--- src/hdl/mrfr_pkg.sv ---
// ----------------------------------------------------------------------------
// mrfr_pkg
// Shared types and constants for the meter reply frame receiver.
// ----------------------------------------------------------------------------
`default_nettype none

package mrfr_pkg;

    // Frame marker and command bytes
    localparam logic [7:0] END_MARK = 8'h0D;
    localparam logic [7:0] CMD_A    = 8'hAA;
    localparam logic [7:0] CMD_B    = 8'hA5;

    // Inter-byte timer value after reset (2000 / 10 ticks)
    localparam logic [7:0] TIMEOUT_RESET = 8'(2000 / 10);

    // Byte positions inside a frame (0-based count)
    localparam logic [8:0] POS_ADDR    = 9'd0;
    localparam logic [8:0] POS_HDR_END = 9'd3;
    localparam logic [8:0] POS_INNER   = 9'd4;
    localparam logic [8:0] POS_CMD     = 9'd5;
    localparam logic [8:0] POS_TAG1    = 9'd6;
    localparam logic [8:0] POS_TAG2    = 9'd7;
    localparam logic [8:0] POS_LEN     = 9'd8;

    // Bytes outside the data field
    localparam logic [8:0] FRAME_OVERHEAD = 9'd11;

    // Event codes
    localparam logic OP_BYTE = 1'b0;
    localparam logic OP_TICK = 1'b1;

    // Reported status
    typedef enum logic [2:0] {
        ST_BUSY     = 3'd0,
        ST_OK       = 3'd1,
        ST_ADDR_ERR = 3'd2,
        ST_CMD_ERR  = 3'd3,
        ST_TAG_ERR  = 3'd4,
        ST_LEN_ERR  = 3'd5,
        ST_TIMEOUT  = 3'd6
    } t_status;

    // Configuration register indexes
    typedef enum logic [2:0] {
        CFG_METER_ADDR = 3'd0,
        CFG_TAG_FIRST  = 3'd1,
        CFG_TAG_SECOND = 3'd2,
        CFG_EXP_LEN    = 3'd3,
        CFG_TIMEOUT    = 3'd4
    } t_cfg_reg;

endpackage

`default_nettype wire

--- src/hdl/mrfr_if.sv ---
// ----------------------------------------------------------------------------
// mrfr_in_if / mrfr_out_if
// Valid/ready channels for received events and for status items.
// ----------------------------------------------------------------------------
`default_nettype none

interface mrfr_in_if;
    logic       valid;
    logic       ready;
    logic       opcode;
    logic [7:0] rx_byte;

    modport source (output valid, opcode, rx_byte, input ready);
    modport sink   (input valid, opcode, rx_byte, output ready);
endinterface

interface mrfr_out_if;
    logic       valid;
    logic       ready;
    logic [2:0] status;
    logic [8:0] frame_length;
    logic [7:0] data_length;

    modport source (output valid, status, frame_length, data_length, input ready);
    modport sink   (input valid, status, frame_length, data_length, output ready);
endinterface

`default_nettype wire

--- src/hdl/meter_reply_frame_receiver_top.sv ---
// ----------------------------------------------------------------------------
// meter_reply_frame_receiver_top
// Parses meter reply frames byte by byte and reports a status per event.
// ----------------------------------------------------------------------------
// Usage:
//   i_in carries events: opcode 0 is a received byte in rx_byte, opcode 1 is
//   a timer tick. Every accepted event yields exactly one item on o_out
//   (status, frame_length, data_length); status is busy except on frame
//   completion (ok or a check error) or on an inter-byte timeout.
//   The configuration port (i_cfg_we, i_cfg_index, i_cfg_data) writes the
//   meter address, tag bytes, expected length and timeout; write it only
//   while no event is in flight. Indexes above 4 are dropped.
//   An accepted event passes the input register, then the parse logic feeding
//   the result register, which drives o_out.valid. Throughput is one event per
//   cycle while o_out takes items, set by the update of the frame state.
//   If o_out stalls, the result register holds and the input register still
//   takes one more event; i_in.ready drops only when both are full.
//   Reset clears the frame state, loads the timer with 200 ticks and sets
//   the configuration to its defaults; no item is pending after reset.
// ----------------------------------------------------------------------------
`default_nettype none

module meter_reply_frame_receiver_top
    import mrfr_pkg::*;
(
    input  wire        i_clk,
    input  wire        i_rst_n,
    input  wire        i_cfg_we,
    input  wire  [2:0] i_cfg_index,
    input  wire  [7:0] i_cfg_data,
    mrfr_in_if.sink    i_in,
    mrfr_out_if.source o_out
);

    // Configuration
    logic [7:0] r_meter_address, r_tag_first, r_tag_second, r_expected_length;
    logic [7:0] r_timeout_ticks;

    // Input register
    logic       r_in_valid;
    logic       r_in_opcode;
    logic [7:0] r_in_byte;

    // Frame state
    logic [8:0] r_byte_count,   n_byte_count;
    logic [7:0] r_running_sum,  n_running_sum;
    logic [7:0] r_length_field, n_length_field;
    logic       r_sum_matched,  n_sum_matched;
    logic [7:0] r_inner_address, n_inner_address;
    logic [7:0] r_command_byte,  n_command_byte;
    logic [7:0] r_tag_byte_one,  n_tag_byte_one;
    logic [7:0] r_tag_byte_two,  n_tag_byte_two;
    logic [7:0] r_idle_timer,    n_idle_timer;
    logic       r_timeout_reported, n_timeout_reported;

    // Result register
    logic       r_out_valid;
    t_status    r_out_status, n_out_status;
    logic [8:0] r_out_flen,   n_out_flen;
    logic [7:0] r_out_dlen;

    logic       advance;
    logic       out_free;
    t_status    frame_st;
    logic [8:0] sum_end;
    logic       byte_ok;
    logic       frame_done;

    // Handshake: the parse stage moves when the result register is free
    assign out_free    = !r_out_valid || o_out.ready;
    assign advance     = r_in_valid && out_free;
    assign i_in.ready  = !r_in_valid || out_free;

    assign o_out.valid        = r_out_valid;
    assign o_out.status       = r_out_status;
    assign o_out.frame_length = r_out_flen;
    assign o_out.data_length  = r_out_dlen;

    // Configuration writes
    always_ff @(posedge i_clk) begin
        if (!i_rst_n) begin
            r_meter_address   <= '0;
            r_tag_first       <= '0;
            r_tag_second      <= '0;
            r_expected_length <= '0;
            r_timeout_ticks   <= TIMEOUT_RESET;
        end else if (i_cfg_we) begin
            case (t_cfg_reg'(i_cfg_index))
                CFG_METER_ADDR: r_meter_address   <= i_cfg_data;
                CFG_TAG_FIRST:  r_tag_first       <= i_cfg_data;
                CFG_TAG_SECOND: r_tag_second      <= i_cfg_data;
                CFG_EXP_LEN:    r_expected_length <= i_cfg_data;
                CFG_TIMEOUT:    r_timeout_ticks   <= i_cfg_data;
                default: ;
            endcase
        end
    end

    // Input register
    always_ff @(posedge i_clk) begin
        if (!i_rst_n) begin
            r_in_valid <= 1'b0;
        end else if (i_in.ready) begin
            r_in_valid <= i_in.valid;
        end
    end

    always_ff @(posedge i_clk) begin
        if (i_in.valid && i_in.ready) begin
            r_in_opcode <= i_in.opcode;
            r_in_byte   <= i_in.rx_byte;
        end
    end

    // Completion checks, first failure wins
    always_comb begin
        if (r_inner_address != r_meter_address) begin
            frame_st = ST_ADDR_ERR;
        end else if (r_command_byte != CMD_A && r_command_byte != CMD_B) begin
            frame_st = ST_CMD_ERR;
        end else if (r_tag_byte_one != r_tag_first || r_tag_byte_two != r_tag_second) begin
            frame_st = ST_TAG_ERR;
        end else if (r_length_field != r_expected_length) begin
            frame_st = ST_LEN_ERR;
        end else begin
            frame_st = ST_OK;
        end
    end

    // Last position covered by the checksum
    assign sum_end = {1'b0, r_length_field} + POS_LEN;

    // Parse one event
    always_comb begin
        n_byte_count       = r_byte_count;
        n_running_sum      = r_running_sum;
        n_length_field     = r_length_field;
        n_sum_matched      = r_sum_matched;
        n_inner_address    = r_inner_address;
        n_command_byte     = r_command_byte;
        n_tag_byte_one     = r_tag_byte_one;
        n_tag_byte_two     = r_tag_byte_two;
        n_idle_timer       = r_idle_timer;
        n_timeout_reported = r_timeout_reported;
        n_out_status       = ST_BUSY;
        n_out_flen         = r_byte_count;
        byte_ok            = 1'b1;
        frame_done         = 1'b0;

        if (r_in_opcode == OP_TICK) begin
            if (r_idle_timer != 8'd0) begin
                n_idle_timer = r_idle_timer - 8'd1;
            end
            if (n_idle_timer == 8'd0 && !r_timeout_reported) begin
                n_timeout_reported = 1'b1;
                n_out_status       = ST_TIMEOUT;
            end
        end else begin
            n_idle_timer       = r_timeout_ticks;
            n_timeout_reported = 1'b0;

            if (r_byte_count == POS_ADDR) begin
                byte_ok = (r_in_byte == r_meter_address);
            end else if (r_byte_count == POS_HDR_END) begin
                byte_ok = (r_in_byte == END_MARK);
            end else if (r_byte_count == POS_INNER) begin
                n_running_sum   = r_in_byte;
                n_inner_address = r_in_byte;
            end else if (r_byte_count > POS_INNER && r_byte_count <= POS_LEN) begin
                n_running_sum = r_running_sum + r_in_byte;
                if (r_byte_count == POS_CMD) begin
                    n_command_byte = r_in_byte;
                end else if (r_byte_count == POS_TAG1) begin
                    n_tag_byte_one = r_in_byte;
                end else if (r_byte_count == POS_TAG2) begin
                    n_tag_byte_two = r_in_byte;
                end else begin
                    n_length_field = r_in_byte;
                end
            end else if (r_byte_count > POS_LEN) begin
                if (r_byte_count <= sum_end) begin
                    n_running_sum = r_running_sum + r_in_byte;
                end else if (r_byte_count == sum_end + 9'd1) begin
                    n_sum_matched = (r_in_byte == r_running_sum);
                end else begin
                    byte_ok    = (r_in_byte == END_MARK) && r_sum_matched;
                    frame_done = byte_ok;
                end
            end

            if (!byte_ok) begin
                n_byte_count = '0;
                n_out_flen   = '0;
            end else if (frame_done) begin
                n_out_flen   = r_byte_count + 9'd1;
                n_out_status = frame_st;
                n_byte_count = '0;
            end else begin
                n_byte_count = r_byte_count + 9'd1;
                n_out_flen   = r_byte_count + 9'd1;
            end
        end
    end

    // Frame state
    always_ff @(posedge i_clk) begin
        if (!i_rst_n) begin
            r_byte_count       <= '0;
            r_running_sum      <= '0;
            r_length_field     <= '0;
            r_sum_matched      <= 1'b0;
            r_inner_address    <= '0;
            r_command_byte     <= '0;
            r_tag_byte_one     <= '0;
            r_tag_byte_two     <= '0;
            r_idle_timer       <= TIMEOUT_RESET;
            r_timeout_reported <= 1'b0;
        end else if (advance) begin
            r_byte_count       <= n_byte_count;
            r_running_sum      <= n_running_sum;
            r_length_field     <= n_length_field;
            r_sum_matched      <= n_sum_matched;
            r_inner_address    <= n_inner_address;
            r_command_byte     <= n_command_byte;
            r_tag_byte_one     <= n_tag_byte_one;
            r_tag_byte_two     <= n_tag_byte_two;
            r_idle_timer       <= n_idle_timer;
            r_timeout_reported <= n_timeout_reported;
        end
    end

    // Result register
    always_ff @(posedge i_clk) begin
        if (!i_rst_n) begin
            r_out_valid <= 1'b0;
        end else if (out_free) begin
            r_out_valid <= r_in_valid;
        end
    end

    always_ff @(posedge i_clk) begin
        if (advance) begin
            r_out_status <= n_out_status;
            r_out_flen   <= n_out_flen;
            r_out_dlen   <= n_length_field;
        end
    end

    // A good frame always reports its full size
    a_ok_length: assert property (@(posedge i_clk) disable iff (!i_rst_n)
        (r_out_valid && r_out_status == ST_OK)
            |-> (r_out_flen == {1'b0, r_out_dlen} + FRAME_OVERHEAD))
        else $error("ok status with wrong frame length");

    // The count never runs past the end byte of the current frame
    a_count_bound: assert property (@(posedge i_clk) disable iff (!i_rst_n)
        r_byte_count <= {1'b0, r_length_field} + FRAME_OVERHEAD - 9'd1)
        else $error("byte count beyond frame end");

    // A shown timeout is marked as reported
    a_timeout_mark: assert property (@(posedge i_clk) disable iff (!i_rst_n)
        (r_out_valid && r_out_status == ST_TIMEOUT) |-> r_timeout_reported)
        else $error("timeout shown but not marked");

    // Taking the result frees the path for the pending event
    a_drain: assert property (@(posedge i_clk) disable iff (!i_rst_n)
        (r_in_valid && o_out.ready) |=> r_out_valid)
        else $error("pending event did not reach result register");

endmodule

`default_nettype wire

--- src/flat_wrapper.sv ---
// flat-port wrapper written by rule: the top's interface ports become plain ports
module meter_reply_frame_receiver_top_flat import mrfr_pkg::*;
  (i_clk, i_rst_n, i_cfg_we, i_cfg_index, i_cfg_data, i_in_valid, i_in_opcode, i_in_rx_byte, i_in_ready, o_out_valid, o_out_status, o_out_frame_length, o_out_data_length, o_out_ready);
  mrfr_in_if i_in_i ();
  mrfr_out_if o_out_i ();
  input  wire i_clk;
  input  wire i_rst_n;
  input  wire i_cfg_we;
  input  wire  [2:0] i_cfg_index;
  input  wire  [7:0] i_cfg_data;
  input wire logic [$bits(i_in_i.valid)-1:0] i_in_valid;
  input wire logic [$bits(i_in_i.opcode)-1:0] i_in_opcode;
  input wire logic [$bits(i_in_i.rx_byte)-1:0] i_in_rx_byte;
  output wire logic [$bits(i_in_i.ready)-1:0] i_in_ready;
  output wire logic [$bits(o_out_i.valid)-1:0] o_out_valid;
  output wire logic [$bits(o_out_i.status)-1:0] o_out_status;
  output wire logic [$bits(o_out_i.frame_length)-1:0] o_out_frame_length;
  output wire logic [$bits(o_out_i.data_length)-1:0] o_out_data_length;
  input wire logic [$bits(o_out_i.ready)-1:0] o_out_ready;
  assign i_in_i.valid = i_in_valid;
  assign i_in_i.opcode = i_in_opcode;
  assign i_in_i.rx_byte = i_in_rx_byte;
  assign i_in_ready = i_in_i.ready;
  assign o_out_valid = o_out_i.valid;
  assign o_out_status = o_out_i.status;
  assign o_out_frame_length = o_out_i.frame_length;
  assign o_out_data_length = o_out_i.data_length;
  assign o_out_i.ready = o_out_ready;
  meter_reply_frame_receiver_top u_core (.i_clk(i_clk), .i_rst_n(i_rst_n), .i_cfg_we(i_cfg_we), .i_cfg_index(i_cfg_index), .i_cfg_data(i_cfg_data), .i_in(i_in_i), .o_out(o_out_i));
endmodule
--- config.mk ---
export PLATFORM = sky130hd
export DESIGN_NAME = meter_reply_frame_receiver_top_flat
export DESIGN_NICKNAME = d
export VERILOG_FILES = /design/src/hdl/mrfr_pkg.sv /design/src/hdl/mrfr_if.sv /design/src/hdl/meter_reply_frame_receiver_top.sv /design/src/flat_wrapper.sv
export SDC_FILE = /design/constraint.sdc
export NUM_CORES = 1
export LEC_CHECK = 0
export BUFFER_PORTS_ARGS = -buffer_cell sky130_fd_sc_hd__buf_2
export CAP_MARGIN = 25
export CORE_ASPECT_RATIO = 1.2
export CORE_MARGIN = 8
export CORE_UTILIZATION = 45
export CTS_CLUSTER_SIZE = 16
export DETAILED_ROUTE_END_ITERATION = 8
export MAX_ROUTING_LAYER = met4
export SLEW_MARGIN = 40
export SYNTH_ARGS = -nofsm -noshare
export SYNTH_HDL_FRONTEND = slang
export SYNTH_SLANG_ARGS = --single-unit
--- constraint.sdc ---
create_clock -name i_clk -period 6.5 [get_ports i_clk]
set_clock_uncertainty 0.1 [all_clocks]
set_input_delay 0.65 -clock i_clk [delete_from_list [all_inputs] [get_ports i_clk]]
set_output_delay 0.65 -clock i_clk [all_outputs]
set_load 0.05 [all_outputs]
# [Word level (Yosys, flattened, before mapping)]
# Index checks and enable logic that the tools add are counted.
[totals] input_bits=25 wordCells=135 register_bits=138
[classes] mux=45 bitwise_logic=8 add_sub_neg=5 n_lt_le_gt_ge=4 reduce_logical=31 n_eq_ne=20
[ops] op="8-bit two-way mux" n=15
[ops] op="9-bit by 3-bit == test with 1-bit output (second input constant)" n=4
[ops] op="9-bit two-way mux" n=4
[ops] op="8-bit != test" n=4
[ops] op="3-bit two-way mux" n=8
[ops] op="9-bit by 1-bit adder with 9-bit output (second input constant)" n=2
[ops] op="1-bit two-way mux" n=18
[ops] op="9-bit AND reduction" n=2
[ops] op="8-bit == test" n=2
[ops] op="8-bit != test (second input constant)" n=2
[ops] op="2-bit AND reduction" n=7
[ops] op="8-bit by 4-bit adder with 9-bit output (second input constant)" n=1
[ops] op="9-bit by 2-bit == test with 1-bit output (second input constant)" n=1
[ops] op="9-bit == test" n=1
[ops] op="9-bit by 3-bit greater-than comparator with 1-bit output (second input constant)" n=1
[ops] op="9-bit by 4-bit greater-than comparator with 1-bit output (second input constant)" n=1
[ops] op="9-bit by 4-bit less-or-equal comparator with 1-bit output (second input constant)" n=1
[ops] op="9-bit less-or-equal comparator" n=1
[ops] op="9-bit logical NOT" n=1
[ops] op="8-bit adder" n=1
[ops] op="8-bit by 4-bit == test with 1-bit output (second input constant)" n=1
[ops] op="8-bit logical NOT" n=1
[ops] op="1-bit NOT" n=8
[ops] op="8-bit AND reduction" n=1
[ops] op="other kinds (14)" n=25

# [Depth between registers and ports, before layout]
# Gate-level depths: netlist of the first run.
[depth] ltp_word=14 ltp_mapped=14 depth_no_buf=11

# [Worst setup path before layout of the first run]
# Ideal clock, no wire load.
[synth_timing] kind="flip-flop to flip-flop" startpoint="reg u_core.r_length_field[3]" endpoint="reg u_core.r_out_flen[2], in the netlist u_core.o_out.frame_length[2] (data pin)" slack_ps=3320 t_required_ps=6121 synth_period_minus_slack_ps=3180 n_path_buf=1 setup_ps=279 arrival_time_ps=2801 stages_incl_launch_ff=13 path_cell_list="dfxtp_1 buf_2 nand3_1 xnor2_1 inv_1 ha_1 nand2_1 or2_2 o21bai_1 a31oi_1 a21boi_0 nor4_2 nor3_1"
[synth_via] elab_chain_cells=13 word_cells_on_any_way=14 classes_between="add/sub (2); order compare (1); eq/ne (1); mux (10)"
[synth_lines] element="from (decl)" line="meter_reply_frame_receiver_top.sv:47" text="logic [7:0] r_length_field, n_length_field;"
[synth_lines] element="from (signal assigned)" line="meter_reply_frame_receiver_top.sv:221" text="r_length_field <= n_length_field;"
[synth_lines] element="8-bit by 4-bit adder with 9-bit output (*)" line="meter_reply_frame_receiver_top.sv:131" text="assign sum_end = {1'b0, r_length_field} + POS_LEN;"
[synth_lines] element="9-bit by 1-bit adder with 9-bit output" line="meter_reply_frame_receiver_top.sv:183" text="end else if (r_byte_count == sum_end + 9'd1) begin"
[synth_lines] element="9-bit == test" line="meter_reply_frame_receiver_top.sv:183"
[synth_lines] element="1-bit two-way mux" line="meter_reply_frame_receiver_top.sv:183"
[synth_lines] element="1-bit two-way mux (*)" line="meter_reply_frame_receiver_top.sv:181" text="if (r_byte_count <= sum_end) begin"
[synth_lines] element="1-bit two-way mux (*)" line="meter_reply_frame_receiver_top.sv:180" text="end else if (r_byte_count > POS_LEN) begin"
[synth_lines] element="1-bit two-way mux (*)" line="meter_reply_frame_receiver_top.sv:169" text="end else if (r_byte_count > POS_INNER && r_byte_count <= POS_LEN) begin"
[synth_lines] element="1-bit two-way mux (*)" line="meter_reply_frame_receiver_top.sv:166" text="end else if (r_byte_count == POS_INNER) begin"
[synth_lines] element="1-bit two-way mux (*)" line="meter_reply_frame_receiver_top.sv:164" text="end else if (r_byte_count == POS_HDR_END) begin"
[synth_lines] element="1-bit two-way mux (*)" line="meter_reply_frame_receiver_top.sv:162" text="if (r_byte_count == POS_ADDR) begin"
[synth_lines] element="1-bit two-way mux (*)" line="meter_reply_frame_receiver_top.sv:150" text="if (r_in_opcode == OP_TICK) begin"
[synth_lines] element="9-bit two-way mux (*)" line="meter_reply_frame_receiver_top.sv:191" text="if (!byte_ok) begin"
[synth_lines] element="9-bit two-way mux (*)" line="meter_reply_frame_receiver_top.sv:150"
[synth_lines] element="named net u_core.n_out_flen[2]" line="meter_reply_frame_receiver_top.sv:59" text="logic [8:0] r_out_flen, n_out_flen;"
[synth_lines] element="to (signal assigned)" line="meter_reply_frame_receiver_top.sv:244" text="r_out_flen <= n_out_flen;"
[synth_lines] element="to (decl)" line="meter_reply_frame_receiver_top.sv:59"
# The timed path passes the listed nets; every way through them passes the cells marked *. The select of a mux whose other input is x is not followed.
# A chain may end at the register's enable or synchronous reset.

# [Final worst setup path of the first run]
# Ends and elaborated chain as after synthesis.

==> reports/metrics.yaml, run 1 <==
hold_path:
  hp-start: "i_in_rx_byte[3]"
  hp-class: "input pin to flop"
  hold_depth: 1
  hold_path_end: "u_core.r_in_byte[3]$_DFFE_PP_"
setup_path:
  cp_slowest_cell: "nor4_2"
  crit_arrival_ns: 3.76
  cp.required_ns: 6.54
  reg2reg_to: "u_core.o_out.frame_length[2]$_DFFE_PP_"
  regToRegSetupSlack_ns: 2.78
  cp.depth: 11
  startpoint_type: "flop"
  crit_chain: "nand3_1 > xnor2_1 > inv_1 > ha_1 > nand2_1 > or2_2 > o21bai_1 > a31oi_1 > a21boi_0 > nor4_2 > nor3_1"
  rr_worst_depth: 11
  rr_startpoint: "u_core.r_length_field[3]$_SDFFE_PN0P_"
  path_class: "flop to flop"
  cp-end-kind: "flop"
  cp_top_family: "simple AND/OR/NAND/NOR gates"
  path_buf_inv: 1
  slowest_delay_ns: 0.60
  crit_path_max_fanout: 11
floorplanning:
  start_util_pct: 46.1
  die_area_um2: 21100
  io_pins: 47
  row_count: 51
  die_w_um: 134
  die_h_um: 157
  coreArea_um2: 16300
yosys:
  synth_edf_count: 29
  ys.flop_type: "dfxtp_1"
  synth_area_leader_cell: "dfxtp_1"
  synth_cell_type_count: 70
  yosys-top-cells-area: "dfxtp_1, edfxtp_1, mux2i_1"
  ys_seq_area_share_pct: 40.7
  yosys_warnings: 0
  netlist_area_um2: 7490
  synth_nets: 878
  syn_inst: 827
  avgSynthCellArea_um2: 9.06
  async_reset_ff_share_pct: 0
  synth_top_area_share_pct: 29.1
  ys_ff_latch: 138
route:
  wl_um: 19200
  highest-signal-layer: "met4"
  drc: 0
  first_pass_iters: 5
  met3_length_um: 704
  antenna_left: 0
  drt_iter0_markers: 311
  wl_met2_um: 9590
  via_per_inst: 5.63
  wl_met1_um: 8230
  avgRoutedWirePerCell_um: 18.0
  vias: 6028
flow_run:
  maxCapViolCount: 0
clock_tree:
  cts_htree_levels: 4
  cts_root_buf: "clkbuf_16"
  cts_hold_buf: 0
  cts_setup_buffers: 0
  cts-buffers-inserted: 17
  cts-resized-gates: 0
  cts_buffer_depth: 2
  clk_latency_ns: 0.42
  path_clk_slew_ns: 0.06
  cts_tree: "built"
  cts_sinks: 138
power:
  pwr_density_cell_nw_per_um2: 240
  leakagePower_nw: 3.30
  p_total_mw: 2.01
  clkPwrFrac_pct: 48.1
  switchingPower_uw: 477
  seqPwrFrac_pct: 45.6
  internal_power_mw: 1.54
  p_comb_share_pct: 6.4
  peakVddDrop_v: 0.000157
  switching_share_pct: 23.7
sta:
  finalSetupViolCount: 0
  rsz0062_at_grt: "no"
  maxSlewViolCount: 0
  fin_crit_sh_pct: 57.2
  whs_ns: 0.302
  fin_tns_setup_ns: 0
  fmax_mhz: 269
  worst_pin_slew_ns: 0.776
  hold_viol: 0
  period_minus_slack_ns: 3.72
  maxSlewHeadroom_pct: 48.1
  finalWorstSetupSlack_ns: 2.78
final_layout:
  nNetsFinal: 896
  nFillCells: 1526
  drive_gt1_share_pct: 12.2
  syn_to_final_growth_pct: 11.8
  postLayoutCoreUtil_pct: 51.5
  num_antenna_cells: 0
global_route:
  grt_overflow_total: 0
  antenna_found_initial: 0
  grt_usage_pct: 19.0
  grt_pass1_vias: 5991
  grt_first_pass_wirelength_um: 30700
  grt_start_max_net_pins: 68
placed_design:
  portBuffers: 46
  dpl.hpwl_um: 13500
  post-place-ws_ns: 2.80
  globalplace.congestion: 0.884
status:
  outcome: "complete, no violations"
how the worst max path moves through the flow:
| stage | startpoint | endpoint | slack (ns) |
|---|---|---|---|
| floorplan | u_core.r_length_field[3]$_SDFFE_PN0P_ | u_core.o_out.frame_length[2]$_DFFE_PP_ | 3.32 |
| global placement | u_core.r_length_field[3]$_SDFFE_PN0P_ | u_core.o_out.frame_length[4]$_DFFE_PP_ | 2.94 |
| detailed placement | u_core.r_length_field[3]$_SDFFE_PN0P_ | u_core.o_out.frame_length[5]$_DFFE_PP_ | 2.80 |
| CTS | u_core.r_length_field[3]$_SDFFE_PN0P_ | u_core.o_out.frame_length[5]$_DFFE_PP_ | 2.77 |
| global route | u_core.r_length_field[3]$_SDFFE_PN0P_ | u_core.o_out.frame_length[2]$_DFFE_PP_ | 2.45 |
| finish | u_core.r_length_field[3]$_SDFFE_PN0P_ | u_core.o_out.frame_length[2]$_DFFE_PP_ | 2.78 |
cell usage in the layout (no fill, tap or decap), drive strengths merged, types with 5 or more instances in the layout:
cell type  instances
nand4             13
inv               22
nor2              63
a21o               6
nand2b             5
a311oi             5
xnor2             35
clkinv             6
nand2            110
nor2b             40
a221o              5
a21oi             37
edfxtp            29
and3              13
nand3             26
buf               49
ha                25
mux2               8
nor3              20
mux2i             52
a21boi            18
a211oi             5
clkbuf            23
nor4              12
o21ai             22
and2               5
xor2              21
dfxtp            109
a31oi              6
or3                9
cells in the mapped netlist (all sizes together), types with 5 or more instances:
cell    number
nor2b       40
nand3       26
buf         15
ha          25
or3          9
dfxtp      109
edfxtp      29
nor3        20
nand2      110
mux2i       52
a211oi       5
a221o        5
nand2b       5
and2         5
xor2        21
nor2        63
xnor2       35
a21oi       37
a21o         6
nor4        12
and3        13
o21ai       22
clkbuf      35
inv         19
nand4       13
a21boi      18
mux2         8
a31oi        6
a311oi       5
layout make-up:
cell class / count / area [µm²] / area share [%]
multi-input combinational: 618 / 4120 / 49.2
sequential: 138 / 3050 / 36.4
clock buffer: 23 / 519 / 6.20
tap: 212 / 265 / 3.17
timing repair buffer: 49 / 256 / 3.06
clock inverter: 9 / 81.3 / 0.971
inverter: 21 / 80.1 / 0.956
kinds of logic after synthesis:
| group | count (synthesis) | share of synthesized area (%) |
|---|---|---|
| xor gates and xnor gates | 58 | 7.28 |
| AOI/OAI and AO/OA | 135 | 12.3 |
| adders and majority gates | 26 | 4.44 |
| muxes | 60 | 8.15 |
| DFF | 138 | 40.7 |
| and+or+nand+nor | 339 | 22.9 |
| buffers and inverters | 71 | 4.29 |
worst reg2reg max path: cells and delay by family (launching register included):
kind / cells / cell delay, ns
flops: 1 / 0.54
buf+inv: 1 / 0.15
xor+xnor: 1 / 0.39
simple gates: 5 / 1.25
compound gates: 3 / 0.69
fa+ha+maj: 1 / 0.33
per-layer routing:
| layer | vias up | GRT usage (%) |
|---|---|---|
| li1 | 2950 | - |
| met5 | - | - |
| met4 | 0 | 9.37 |
| met2 | 138 | 32.7 |
| met3 | 35 | 3.60 |
| met1 | 2905 | 20.9 |
per-stage QoR:
step                      cells  cell area (µm²)
after floorplan             827             7490
after global placement     1037             7760
after detailed placement   1037             7760
after CTS                  1069             8360
after global routing       1070             8380
final                      1070             8380
power by group through the flow:
| stage | combinational (mW) | sequential (mW) | clock (mW) |
|---|---|---|---|
| after floorplan | 0.0772 | 0.939 | 0 |
| after global placement | 0.124 | 0.936 | 0 |
| after detailed placement | 0.126 | 0.937 | 0 |
| after CTS | 0.127 | 0.918 | 0.990 |
| after global routing | 0.141 | 0.919 | 1.02 |
| final | 0.128 | 0.917 | 0.967 |
Power figures use the tool's default switching activity.
==> inputs of run 2 (changes only) <==
clock period = 3.4 ns   (was 6.5 ns; I/O delays follow)
==> reports/metrics.yaml, run 2 (same netlist as run 1, synthesis figures left out) <==
setup_path:
  startpoint_type: "flop"
  rr_worst_depth: 12
  crit_path_max_fanout: 7
  path_class: "flop to flop"
  regToRegSetupSlack_ns: 0.27
  cp.required_ns: 3.47
  cp-end-kind: "flop"
  reg2reg_to: "u_core.o_out.frame_length[4]$_DFFE_PP_"
  crit_arrival_ns: 3.21
  rr_startpoint: "u_core.r_length_field[4]$_SDFFE_PN0P_"
  crit_start: "u_core.r_length_field[4]$_SDFFE_PN0P_"
route:
  wl_um: 19200
  first_pass_iters: 5
  antenna_left: 0
  drc: 0
  vias: 6060
  drt_iter0_markers: 385
  via_per_inst: 5.50
  avgRoutedWirePerCell_um: 17.5
placed_design:
  globalplace.congestion: 0.869
  dp_cells: 1060
  portBuffers: 46
  dpl.hpwl_um: 14000
power:
  internal_power_mw: 2.80
  peakVddDrop_v: 0.000296
  p_total_mw: 3.80
  seqPwrFrac_pct: 45.7
  pwr_density_cell_nw_per_um2: 441
  switching_share_pct: 26.2
  p_comb_share_pct: 7.3
  switchingPower_uw: 995
  leakagePower_nw: 3.42
  clkPwrFrac_pct: 47.0
sta:
  period_minus_slack_ns: 3.13
  finalSetupViolCount: 0
  maxSlewHeadroom_pct: 48.9
  worst_pin_slew_ns: 0.764
  maxSlewViolCount: 0
  rsz0062_at_grt: "no"
  hold_viol: 0
  whs_ns: 0.0373
  fin_crit_sh_pct: 92.2
  fin_tns_setup_ns: 0
  fmax_mhz: 319
final_layout:
  layout_commonest_cell: "nand2_1"
  multi_input_area_um2: 4140
  syn_to_final_growth_pct: 15.0
  nFillCells: 1496
  instances_no_fill: 1101
  regArea_um2: 3050
  final_cell_mix: "nand2_1, dfxtp_1, nor2_1, mux2i_1, buf_2"
  num_antenna_cells: 0
  nNetsFinal: 927
  drive_gt1_share_pct: 14.5
floorplanning:
  start_util_pct: 46.1
  coreArea_um2: 16300
  die_area_um2: 21100
  die_w_um: 134
  row_count: 51
  die_h_um: 157
  io_pins: 47
clock_tree:
  clk_latency_ns: 0.42
  cts_sinks: 138
  path_clk_slew_ns: 0.06
  cts_tree: "built"
  cts_htree_levels: 4
  cts-buffers-inserted: 17
  cts_root_buf: "clkbuf_16"
  cts_buffer_depth: 2
hold_path:
  hp-class: "input pin to flop"
  hp-start: "i_in_valid"
  hold_path_end: "u_core.r_in_valid$_SDFFE_PN0N_"
  hold_depth: 3
global_route:
  grt_pass1_vias: 6026
  grt_start_max_net_pins: 67
  grt_first_pass_wirelength_um: 31400
  grt_usage_pct: 19.4
  antenna_found_initial: 0
  grt_overflow_total: 0
flow_run:
  maxCapViolCount: 0
status:
  outcome: "complete, no violations"
## run 2: cell types whose count changed in the layout (fill, tap and decap cells not counted), sizes merged
cell and change:
clkinvlp +2, buf +22, bufinv -1, dlygate4sd3 +9, inv +6, clkbuf -5
clkinv -2
## run 2: metal layers
metal	wire length (µm)	vias up	track usage [%]	share of wire, %
met5	0	-	-	0
met4	461	0	7.98	2.4
met3	594	31	2.81	3.1
met2	9840	123	33.9	51
met1	8330	2889	21.7	43
li1	-	3017	-	-
## run 2: cell type report
cell class | count | share of cell area [%]
sequential | 138 | 35.4
tap | 212 | 3.08
clock buffer | 18 | 5.23
timing repair buffer | 80 | 5.89
multi-input combinational | 618 | 48.0
inverter | 21 | 0.915
clock inverter | 14 | 1.41
## run 2: per-stage QoR
| step | cell area [µm²] | setup slack [ns] | util [%] |
|---|---|---|---|
| finish | 8620 | 0.266 | 53.0 |
| global route | 8620 | 0.0108 | 53.0 |
| CTS | 8600 | 0.136 | 52.8 |
| detailed placement | 7940 | 0.166 | 48.8 |
| global placement | 7940 | 0.253 | 48.8 |
| floorplan | 7490 | 0.220 | - |
## run 2: worst max-delay path by stage
stage               slack (ns)                                      to
CTS                       0.14    u_core.r_running_sum[4]$_SDFFE_PN0P_
floorplan                 0.22  u_core.o_out.frame_length[2]$_DFFE_PP_
finish                    0.27  u_core.o_out.frame_length[4]$_DFFE_PP_
detailed placement        0.17    u_core.r_running_sum[4]$_SDFFE_PN0P_
global route              0.01  u_core.o_out.frame_length[4]$_DFFE_PP_
global placement          0.25    u_core.r_running_sum[7]$_SDFFE_PN0P_
## run 2: repair_timing
action | in CTS | in global routing
hold buffers | 9 | 0
endpoints found under the hold margin | 9 | 0
setup endpoints to repair | 0 | 15
buffers inserted | 0 | 0
gates resized for setup | 0 | 4
## run 2: power by group through the flow
stage / logic [mW] / registers [mW] / clock network, mW
after floorplan: 0.148 / 1.80 / 0
after global placement: 0.265 / 1.77 / 0
after detailed placement: 0.269 / 1.77 / 0
after CTS: 0.278 / 1.74 / 1.81
after global routing: 0.302 / 1.74 / 1.90
final: 0.276 / 1.74 / 1.79
## run 2: worst max-delay path: stages, from the launching register on
cell and delay (ns):
dfxtp_2 0.39, ha_2 0.23, nand3_1 0.12, xor2_1 0.21
ha_1 0.32, nand3_1 0.08, or2_2 0.29, o21bai_1 0.21
a31oi_2 0.26, a21boi_0 0.17, nor4_2 0.27, buf_4 0.19
nor3_1 0.06
==> inputs of run 3 (changes only) <==
REMOVE_ABC_BUFFERS = 1   (was default)
==> reports/metrics.yaml, run 3 (same netlist as run 1, synthesis figures left out) <==
global_route:
  met1_usage_pct: 22.1
  antenna_found_initial: 0
  grt_usage_pct: 19.6
  use_met3_pct: 3.73
  grt_first_pass_wirelength_um: 31800
  grt_busiest_layer: "met2"
  grt_pass1_vias: 6217
  use_met2_pct: 33.4
  grt_overflow_total: 0
  grt_start_max_net_pins: 48
sta:
  whs_ns: 0.0553
  finalSetupViolCount: 0
  fmax_mhz: 323
  hold_viol: 0
  fin_crit_sh_pct: 91.1
  fin_tns_setup_ns: 0
  worst_pin_slew_ns: 0.823
  rsz0062_at_grt: "no"
  maxSlewHeadroom_pct: 44.9
  maxSlewViolCount: 0
  period_minus_slack_ns: 3.10
  finalWorstSetupSlack_ns: 0.304
clock_tree:
  cts_root_buf: "clkbuf_16"
  cts_tree: "built"
  cts_buffer_depth: 2
  path_clk_slew_ns: 0.06
  cts_htree_levels: 4
  cts_sinks: 138
  clk_latency_ns: 0.42
  cts-buffers-inserted: 17
route:
  drc: 0
  antenna_left: 0
  vias: 6137
  via_per_inst: 5.57
  wl_um: 19400
  avgRoutedWirePerCell_um: 17.6
  drt_iter0_markers: 374
  first_pass_iters: 5
setup_path:
  path_class: "flop to flop"
  cp-end-kind: "flop"
  crit_arrival_ns: 3.15
  cp.required_ns: 3.46
  reg2reg_to: "u_core.o_out.frame_length[1]$_DFFE_PP_"
  rr_worst_depth: 12
  crit_start: "u_core.r_length_field[3]$_SDFFE_PN0P_"
  startpoint_type: "flop"
  regToRegSetupSlack_ns: 0.30
  crit_path_max_fanout: 7
  crit_end: "u_core.o_out.frame_length[1]$_DFFE_PP_"
  rr_startpoint: "u_core.r_length_field[3]$_SDFFE_PN0P_"
final_layout:
  drive_gt1_share_pct: 14.2
  final_cell_mix: "nand2_1, dfxtp_1, nor2_1, mux2i_1, buf_2"
  syn_to_final_growth_pct: 15.2
  nFillCells: 1483
  postLayoutCoreUtil_pct: 53.1
  num_antenna_cells: 0
  nNetsFinal: 929
  layout_commonest_cell: "nand2_1"
floorplanning:
  row_count: 51
  die_h_um: 157
  die_w_um: 134
  die_area_um2: 21100
  coreArea_um2: 16300
  io_pins: 47
  start_util_pct: 46.1
hold_path:
  hold_depth: 3
  hp-class: "input pin to flop"
power:
  p_total_mw: 3.85
  seqPwrFrac_pct: 45.1
  pwr_density_cell_nw_per_um2: 445
  leakagePower_nw: 3.44
  peakVddDrop_v: 0.000359
  internal_power_mw: 2.94
  clkPwrFrac_pct: 47.6
  switching_share_pct: 23.5
  p_comb_share_pct: 7.2
  switchingPower_uw: 905
placed_design:
  post-place-ws_ns: 0.254
  globalplace.congestion: 0.903
  dpl.hpwl_um: 14200
  portBuffers: 46
flow_run:
  maxCapViolCount: 0
status:
  outcome: "complete, no violations"
==> run 3: cell count changes in the layout (fill, tap and decap cells not counted), moves of 2 or more <==
| cell | change |
|---|---|
| bufinv_16 | +2 |
| inv_6 | -3 |
| inv_8 | -3 |
| buf_4 | +2 |
| clkinv_2 | +2 |
| clkbuf_1 | +2 |
| clkinv_4 | -2 |
==> run 3: how the worst min path moves through the flow <==
| stage | from | slack, ns | end |
|---|---|---|---|
| floorplan | i_rst_n | 0.30 | u_core.r_idle_timer[6]$_SDFFE_PN1P_ |
| global placement | u_core.r_sum_matched$_SDFFE_PN0P_ | 0.35 | u_core.r_sum_matched$_SDFFE_PN0P_ |
| detailed placement | u_core.r_timeout_ticks[2]$_SDFFE_PN0P_ | 0.36 | u_core.r_timeout_ticks[2]$_SDFFE_PN0P_ |
| CTS | i_in_valid | 0.04 | u_core.r_in_valid$_SDFFE_PN0N_ |
| global route | i_in_valid | 0.08 | u_core.r_in_valid$_SDFFE_PN0N_ |
| finish | i_in_valid | 0.06 | u_core.r_in_valid$_SDFFE_PN0N_ |
==> run 3: timing repair <==
action                                  in CTS  in global routing
buffers inserted                             0                  0
hold buffers                                 9                  0
hold endpoints to repair                     9                  0
resized for setup                            0                  2
endpoints found under the setup margin       0                  9
==> run 3: per-stage QoR <==
stage	std cells	instance area (µm²)
5_1_grt	1102	8640
6_report	1102	8640
2_1_floorplan	777	7250
3_5_place_dp	1062	7950
4_1_cts	1102	8630
3_3_place_gp	1062	7950
==> run 3: final cells by class <==
class	count	area, µm²	share of cell area (%)
clock buffer	21	472	5.46
inverter	21	78.8	0.913
clock inverter	10	114	1.32
multi-input combinational	618	4130	47.8
tap	212	265	3.07
sequential	138	3050	35.4
timing repair buffer	82	523	6.06
==> run 3: power by group through the flow <==
stage	combinational [mW]	sequential, mW	clock, mW
floorplan	0.125	1.81	0
global placement	0.264	1.77	0
detailed placement	0.268	1.77	0
CTS	0.277	1.74	1.87
global route	0.302	1.74	1.94
finish	0.279	1.74	1.83
==> run 3: worst max-delay path, stage by stage (launching register included) <==
cell,delay [ns]
dfxtp_1,0.39
ha_1,0.23
nand3_1,0.13
xor2_1,0.21
ha_1,0.33
nand3_1,0.07
or2_2,0.29
o21bai_1,0.17
a31oi_1,0.24
a21boi_0,0.17
nor4_2,0.26
buf_4,0.19
a211oi_1,0.06
==> run 3: routing by layer <==
| layer | part of all wire (%) | vias up |
|---|---|---|
| met5 | 0 | - |
| met4 | 2.4 | 0 |
| met3 | 3.7 | 30 |
| met2 | 50 | 139 |
| met1 | 44 | 2954 |
| li1 | - | 3014 |
